## config.mk

```make
export PLATFORM = sky130hd
export DESIGN_NAME = accent_folding_key_normalizer_unit
export DESIGN_NICKNAME = d
export VERILOG_FILES = /design/src/afkn_pkg.sv /design/src/accent_folding_key_normalizer_unit.sv
export SDC_FILE = /design/constraint.sdc
export NUM_CORES = 1
export LEC_CHECK = 0
export BUFFER_PORTS_ARGS = -buffer_cell sky130_fd_sc_hd__clkbuf_2
export CAP_MARGIN = 20
export CORE_ASPECT_RATIO = 0.7
export CORE_UTILIZATION = 25
export CTS_CLUSTER_DIAMETER = 150
export CTS_CLUSTER_SIZE = 16
export DETAILED_ROUTE_END_ITERATION = 10
export GPL_TIMING_DRIVEN = 0
export HOLD_SLACK_MARGIN = 0.06
export PLACE_DENSITY = 0.42
export SLEW_MARGIN = 30
export SYNTH_ARGS = -nofsm -noshare
export SYNTH_HDL_FRONTEND = slang
export SYNTH_SLANG_ARGS = --single-unit
export TNS_END_PERCENT = 10
```

## constraint.sdc

```tcl
create_clock -name clock -period 3 [get_ports clock]
set_input_delay 0.3 -clock clock [delete_from_list [all_inputs] [get_ports clock]]
set_output_delay 0.3 -clock clock [all_outputs]
set_load 0.02 [all_outputs]
```

## src/afkn_pkg.sv

```systemverilog
`timescale 1ns / 1ps

package afkn_pkg;

   // UTF-8 lead byte of the Latin-1 supplement letters
   localparam logic [7:0] LEAD_BYTE = 8'hC3;

   // ASCII codes used by the key filter
   localparam logic [7:0] CHAR_LOWER_A = 8'h61;
   localparam logic [7:0] CHAR_LOWER_Z = 8'h7A;
   localparam logic [7:0] CHAR_UPPER_A = 8'h41;
   localparam logic [7:0] CHAR_UPPER_Z = 8'h5A;
   localparam logic [7:0] CHAR_DIGIT_0 = 8'h30;
   localparam logic [7:0] CHAR_DIGIT_9 = 8'h39;
   localparam logic [7:0] CHAR_SPACE   = 8'h20;
   localparam logic [7:0] CASE_OFFSET  = 8'h20;

   // Result queue sizing
   localparam int RSP_DEPTH = 4;
   localparam int RSP_PTR_W = $clog2(RSP_DEPTH);
   localparam int RSP_CNT_W = $clog2(RSP_DEPTH + 1);

   // One result word
   typedef struct packed {
      logic [6:0] out_char;
      logic       has_char;
      logic       last;
   } rsp_word_type;

   // Plain letter for the low five bits of a follower byte; zero when not listed
   function automatic logic [6:0] fold_letter(input logic [4:0] low_bits);
      logic [6:0] letter;
      unique case (low_bits)
         5'h00, 5'h01, 5'h02, 5'h03, 5'h04, 5'h05, 5'h06: letter = 7'h41; // A
         5'h07:                                          letter = 7'h43; // C
         5'h08, 5'h09, 5'h0A, 5'h0B:                     letter = 7'h45; // E
         5'h0C, 5'h0D, 5'h0E, 5'h0F:                     letter = 7'h49; // I
         5'h11:                                          letter = 7'h4E; // N
         5'h12, 5'h13, 5'h14, 5'h15, 5'h16, 5'h18:       letter = 7'h4F; // O
         5'h19, 5'h1A, 5'h1B, 5'h1C:                     letter = 7'h55; // U
         5'h1D:                                          letter = 7'h59; // Y
         default:                                        letter = 7'h00;
      endcase
      return letter;
   endfunction

endpackage

```

## src/accent_folding_key_normalizer_unit.sv

```systemverilog
`timescale 1ns / 1ps

// Accent-folding search key normalizer.
//
// The req channel takes one byte of UTF-8 text per word, with req_end_of_text
// set on the final byte of a string. The rsp channel returns the key one
// character per word: A-Z, 0-9 or a single space, with rsp_last on the final
// word of the string. A string whose final byte yields no character closes
// with one bare word (rsp_has_char low, rsp_last high).
//
// A byte is taken every cycle while req_ready is high: the fold, case and
// space logic is one short pass that writes straight into a four-word result
// queue. A byte can yield two words (a held space and a character), but a
// held space always came from a byte that yielded nothing, so the output
// keeps pace at one word per cycle while the receiver is ready. req_ready
// drops only while fewer than two queue slots are free, which is where a
// stalled receiver pushes back on the sender.
//
// Synchronous reset empties the queue and clears the three string flags; the
// flags also clear after each end-of-text byte.
module accent_folding_key_normalizer_unit (
   input  logic       clock,
   input  logic       reset,
   input  logic [7:0] req_in_byte,
   input  logic       req_end_of_text,
   input  logic       req_valid,
   output logic       req_ready,
   output logic [6:0] rsp_out_char,
   output logic       rsp_has_char,
   output logic       rsp_last,
   output logic       rsp_valid,
   input  logic       rsp_ready
);

   // String flags
   logic lead_seen_ff, lead_seen_in;
   logic space_pend_ff, space_pend_in;
   logic emitted_ff, emitted_in;

   // Result queue
   afkn_pkg::rsp_word_type               queue_ff [afkn_pkg::RSP_DEPTH];
   logic [afkn_pkg::RSP_PTR_W-1:0]       wr_ptr_ff, wr_ptr_in;
   logic [afkn_pkg::RSP_PTR_W-1:0]       rd_ptr_ff, rd_ptr_in;
   logic [afkn_pkg::RSP_CNT_W-1:0]       count_ff, count_in;

   logic                                 req_take;
   logic                                 rsp_take;
   logic                                 folded;
   logic [6:0]                           fold_char;
   logic [7:0]                           upper_byte;
   logic                                 keep_plain;
   logic [6:0]                           key_char;
   logic                                 has_key;
   logic                                 space_set;
   logic [1:0]                           push_num;
   afkn_pkg::rsp_word_type               word0;
   afkn_pkg::rsp_word_type               word1;
   afkn_pkg::rsp_word_type               head_word;

   assign req_ready = count_ff <= afkn_pkg::RSP_CNT_W'(afkn_pkg::RSP_DEPTH - 2);
   assign req_take  = req_valid && req_ready;
   assign rsp_valid = count_ff != '0;
   assign rsp_take  = rsp_valid && rsp_ready;

   // Classify the incoming byte
   always_comb begin
      fold_char  = afkn_pkg::fold_letter(req_in_byte[4:0]);
      folded     = lead_seen_ff && (req_in_byte[7:6] == 2'b10) && (fold_char != '0);
      upper_byte = req_in_byte;
      if (req_in_byte >= afkn_pkg::CHAR_LOWER_A && req_in_byte <= afkn_pkg::CHAR_LOWER_Z) begin
         upper_byte = req_in_byte - afkn_pkg::CASE_OFFSET;
      end
      keep_plain = (upper_byte >= afkn_pkg::CHAR_UPPER_A && upper_byte <= afkn_pkg::CHAR_UPPER_Z)
                || (upper_byte >= afkn_pkg::CHAR_DIGIT_0 && upper_byte <= afkn_pkg::CHAR_DIGIT_9);
      key_char   = folded ? fold_char : (keep_plain ? upper_byte[6:0] : 7'h00);
      has_key    = folded || keep_plain;
      space_set  = !has_key && (req_in_byte == afkn_pkg::CHAR_SPACE) && emitted_ff;
   end

   // Build result words and the next flag values
   always_comb begin
      word0    = '{out_char: key_char, has_char: 1'b1, last: req_end_of_text};
      word1    = word0;
      push_num = 2'd0;
      if (has_key) begin
         if (space_pend_ff) begin
            word0    = '{out_char: afkn_pkg::CHAR_SPACE[6:0], has_char: 1'b1, last: 1'b0};
            push_num = 2'd2;
         end else begin
            push_num = 2'd1;
         end
      end else if (req_end_of_text) begin
         word0    = '{out_char: 7'h00, has_char: 1'b0, last: 1'b1};
         push_num = 2'd1;
      end

      lead_seen_in  = !folded && (req_in_byte == afkn_pkg::LEAD_BYTE);
      space_pend_in = has_key ? 1'b0 : (space_pend_ff || space_set);
      emitted_in    = emitted_ff || has_key;
      if (req_end_of_text) begin
         lead_seen_in  = 1'b0;
         space_pend_in = 1'b0;
         emitted_in    = 1'b0;
      end
   end

   // Advance queue pointers
   always_comb begin
      wr_ptr_in = wr_ptr_ff;
      rd_ptr_in = rd_ptr_ff + afkn_pkg::RSP_PTR_W'(rsp_take);
      count_in  = count_ff - afkn_pkg::RSP_CNT_W'(rsp_take);
      if (req_take) begin
         wr_ptr_in = wr_ptr_ff + afkn_pkg::RSP_PTR_W'(push_num);
         count_in  = count_in + afkn_pkg::RSP_CNT_W'(push_num);
      end
   end

   // Hold control state
   always_ff @(posedge clock) begin
      if (reset) begin
         lead_seen_ff  <= 1'b0;
         space_pend_ff <= 1'b0;
         emitted_ff    <= 1'b0;
         wr_ptr_ff     <= '0;
         rd_ptr_ff     <= '0;
         count_ff      <= '0;
      end else begin
         if (req_take) begin
            lead_seen_ff  <= lead_seen_in;
            space_pend_ff <= space_pend_in;
            emitted_ff    <= emitted_in;
         end
         wr_ptr_ff <= wr_ptr_in;
         rd_ptr_ff <= rd_ptr_in;
         count_ff  <= count_in;
      end
   end

   // Write result words into the queue
   always_ff @(posedge clock) begin
      if (req_take && push_num != 2'd0) begin
         queue_ff[wr_ptr_ff] <= word0;
      end
      if (req_take && push_num == 2'd2) begin
         queue_ff[wr_ptr_ff + afkn_pkg::RSP_PTR_W'(1)] <= word1;
      end
   end

   // Present the queue head
   assign head_word    = queue_ff[rd_ptr_ff];
   assign rsp_out_char = head_word.out_char;
   assign rsp_has_char = head_word.has_char;
   assign rsp_last     = head_word.last;

endmodule

```

==> results.sh <==
export IMPL_finalHoldViolCount=0
export IMPL_synth_top_family_by_area="simple AND/OR/NAND/NOR gates"
export IMPL_port_buffer_count=22
export IMPL_holdPathStages=2
export IMPL_diodes=0
export IMPL_synth_fa_ha_area_frac=0.0351
export IMPL_hpwl_um=5250
export IMPL_finalCritPeriodShare=0.889
export IMPL_start_util=0.264
export IMPL_post_cts_setup_buffers=0
export IMPL_hold_buffers=0
export IMPL_clkTransAtPathRegs_ps=70
export IMPL_dieHeight_um=87.9
export IMPL_routed_wl_um=7050
export IMPL_syn_inst=257
export IMPL_synthDistinctLibCells=57
export IMPL_async_flop_share=0
export IMPL_cp_arrival_ps=2590
export IMPL_irDropWorstVdd_uv=263
export IMPL_r2r_end="queue_ff[2][6]"
export IMPL_ys_seq_area_frac=0.471
export IMPL_die_x_um=125
export IMPL_place_ws_ps=23.0
export IMPL_vias_per_cell=5.00
export IMPL_synth_compound_area_frac=0.177
export IMPL_io_pins=24
export IMPL_area_delta_synth_final_pct=17.3
export IMPL_cts_tree="done"
export IMPL_leakage_nw=1.09
export IMPL_synth_top_area_frac=0.364
export IMPL_nets=306
export IMPL_yosys_mux_area_fraction=0.0769
export IMPL_cp_start_kind="register"
export IMPL_slowest_stage="nor2_1"
export IMPL_remaining_drc_errors=4
export IMPL_via_count=2080
export IMPL_finalSetupViolCount=0
export IMPL_timing_rr_start="wr_ptr_ff[1]"
export IMPL_synth_xor_area_frac=0.0161
export IMPL_post_cts_resized=0
export IMPL_path_buf_inv=2
export IMPL_hold_path_class="input port to register"
export IMPL_grt_pass1_wl_um=11300
export IMPL_worst_pin_slew_ps=819
export IMPL_detail_route_antenna_nets=0
export IMPL_cts_htree_levels=2
export IMPL_fin_skew_ps=5.54
export IMPL_grt_overflow=0
export IMPL_clk_latency_ps=290
export IMPL_rows=30
export IMPL_drive_gt1_frac=0.201
export IMPL_fillCellCount=1043
export IMPL_cp_required_ps=2920
export IMPL_powerDensity_mw_per_mm2=718
export IMPL_cts_path_max_buffers=2
export IMPL_regArea_mm2=0.00124
export IMPL_status="finished, violations left"
export IMPL_clock_sinks=46
export IMPL_multiInputGateArea_mm2=0.00131
export IMPL_synthTopCellsByArea="edfxtp_1 36%, dfxtp_1 11%, mux4_2 7.7%"
export IMPL_p_total_w=0.00222
export IMPL_r2r_setup_slack_ps=330
export IMPL_crit_chain="clkbuf_1 > clkinv_1 > nor2_1 > a21oi_1 > a21oi_1 > a21oi_1 > nor2_1"
export IMPL_holdPathEnd="emitted_ff"
export IMPL_critPathKind="register to register"
export IMPL_wl_per_cell_um=17.0
export IMPL_core_area_mm2=0.00998
export IMPL_relSlewSlack=0.452
export IMPL_syn_nets=276
export IMPL_ys_warn_count=0
export IMPL_grt_usage=0.139
export IMPL_drt_pass1_iter_count=7
export IMPL_failed_checks="design-rule violations"
export IMPL_rsz0062_at_grt="false"
export IMPL_gp_congestion=0.787
export IMPL_clock_fmax_mhz=375
export IMPL_max_stage_delay_ps=640
export IMPL_ys_flop_type="edfxtp_1"
export IMPL_first_iter_violations=184
export IMPL_synth_seq_cells=46
export IMPL_synth_top_area_cell="edfxtp_1"
export IMPL_path_delay_family="simple AND/OR/NAND/NOR gates"
export IMPL_antenna_found_initial=0
export IMPL_critPathCaptureType="register"
export IMPL_drv_slew=0
export IMPL_fp_dieArea_mm2=0.0110
export IMPL_syn_avg_cell_area_um2=10.3
export IMPL_crit_top_cell="a21oi_1"
export IMPL_numCtsBuffers=5
export IMPL_drv_cap=0
export IMPL_setup_slack_ps=332
export IMPL_grt_max_degree=16
export IMPL_hold_start="req_end_of_text"
export IMPL_crit_fanout=10
export IMPL_synth_edff_count=32
export IMPL_path_depth=7
export IMPL_synthSimpleGateAreaFrac=0.187
export IMPL_ff2ff_path_depth=7
export IMPL_synth_area_mm2=0.00264
export IMPL_fin_crit_ps=2670
export IMPL_clockRootBuffer="clkbuf_16"
export IMPL_grt_pass1_vias=2012
==> cells by family after synthesis <==
| group | Yosys count |
|---|---|
| AO/OA/AOI/OAI | 64 |
| XOR/XNOR | 4 |
| adder cells (fa/ha/maj) | 7 |
| buffers and inverters | 25 |
| flip-flops | 46 |
| multiplexers | 9 |
| AND/OR/NAND/NOR | 102 |
==> placed cells by master (no fill, tap or decap), types with 2 or more instances in the layout <==
cell	netlist	final
a21oi_1	16	15
o21ai_1	2	2
mux4_2	9	9
o211ai_1	2	2
or3_1	2	2
nand3_1	8	8
a21oi_2	3	4
nor2_1	35	35
edfxtp_1	32	32
clkbuf_1	11	10
buf_1	2	2
inv_1	9	9
nand4_1	2	2
a211oi_1	3	3
o21ai_0	11	11
nand3b_1	2	2
nor3_1	13	13
and2_1	3	3
and3_1	5	5
o31ai_1	5	4
dfxtp_1	14	14
clkbuf_16	0	5
ha_1	5	5
clkbuf_2	0	23
a31oi_1	2	2
nand2_1	23	23
a22oi_1	2	2
xor2_1	2	2
a21o_1	4	4
==> per-stage QoR <==
| step | hold slack (ps) | util | std cells | TNS, ps | area, um^2 |
|---|---|---|---|---|---|
| 3_3_place_gp | 447 | 0.291 | 407 | -3270 | 2910 |
| 6_report | 288 | 0.310 | 416 | 0 | 3090 |
| 3_5_place_dp | 449 | 0.293 | 408 | 0 | 2920 |
| 2_1_floorplan | 396 | - | 257 | 0 | 2640 |
| 4_1_cts | 285 | 0.310 | 416 | 0 | 3090 |
| 5_1_grt | 300 | 0.310 | 416 | 0 | 3090 |
==> power breakdown <==
| group | internal, W | total, W | switching, W |
|---|---|---|---|
| combinational | 0.000296 | 0.000776 | 0.000480 |
| sequential | 0.000758 | 0.000797 | 0.0000387 |
| clock | 0.000395 | 0.000648 | 0.000253 |
| total | 0.00145 | 0.00222 | 0.000771 |
==> cells in the mapped netlist (all sizes together) (6+ instances only) <==
cell type / count
o21ai: 14
nor3: 13
edfxtp: 32
mux4: 9
nand2: 23
a21oi: 19
nor2: 36
dfxtp: 14
nand3: 8
o31ai: 6
clkbuf: 11
inv: 10
==> worst max path at each step <==
stage                      to      startpoint
6_report       queue_ff[2][6]    wr_ptr_ff[1]
5_1_grt           count_ff[1]  req_in_byte[6]
4_1_cts           count_ff[1]  req_in_byte[6]
3_5_place_dp      count_ff[1]  req_in_byte[6]
3_3_place_gp   queue_ff[0][8]  req_in_byte[6]
2_1_floorplan  queue_ff[0][0]  req_in_byte[6]
==> flip-flops by register name, summed over array words and instances, names as in the netlist <==
register / cells
count_ff: 3
emitted_ff: 1
lead_seen_ff: 1
queue_ff: 36
rd_ptr_ff: 2
space_pend_ff: 1
wr_ptr_ff: 2
==> cell type report <==
cell class	instances	area share
Inverter	11	0.0142
Timing Repair Buffer	23	0.0380
Clock buffer	5	0.0404
Sequential cell	46	0.401
Multi-Input combinational cell	186	0.423
Clock inverter	3	0.0142
Buffer	14	0.0178
Tap cell	128	0.0518
==> per-layer routing <==
metal  GRT usage  wire length, um  up-vias
met1       0.207             3840     1018
met4      0.0303               51        0
met3      0.0318              236        6
li1            -                -     1018
met5           0                0        -
met2       0.202             2920       38
No activity file was read; power rests on OpenSTA's default activity.
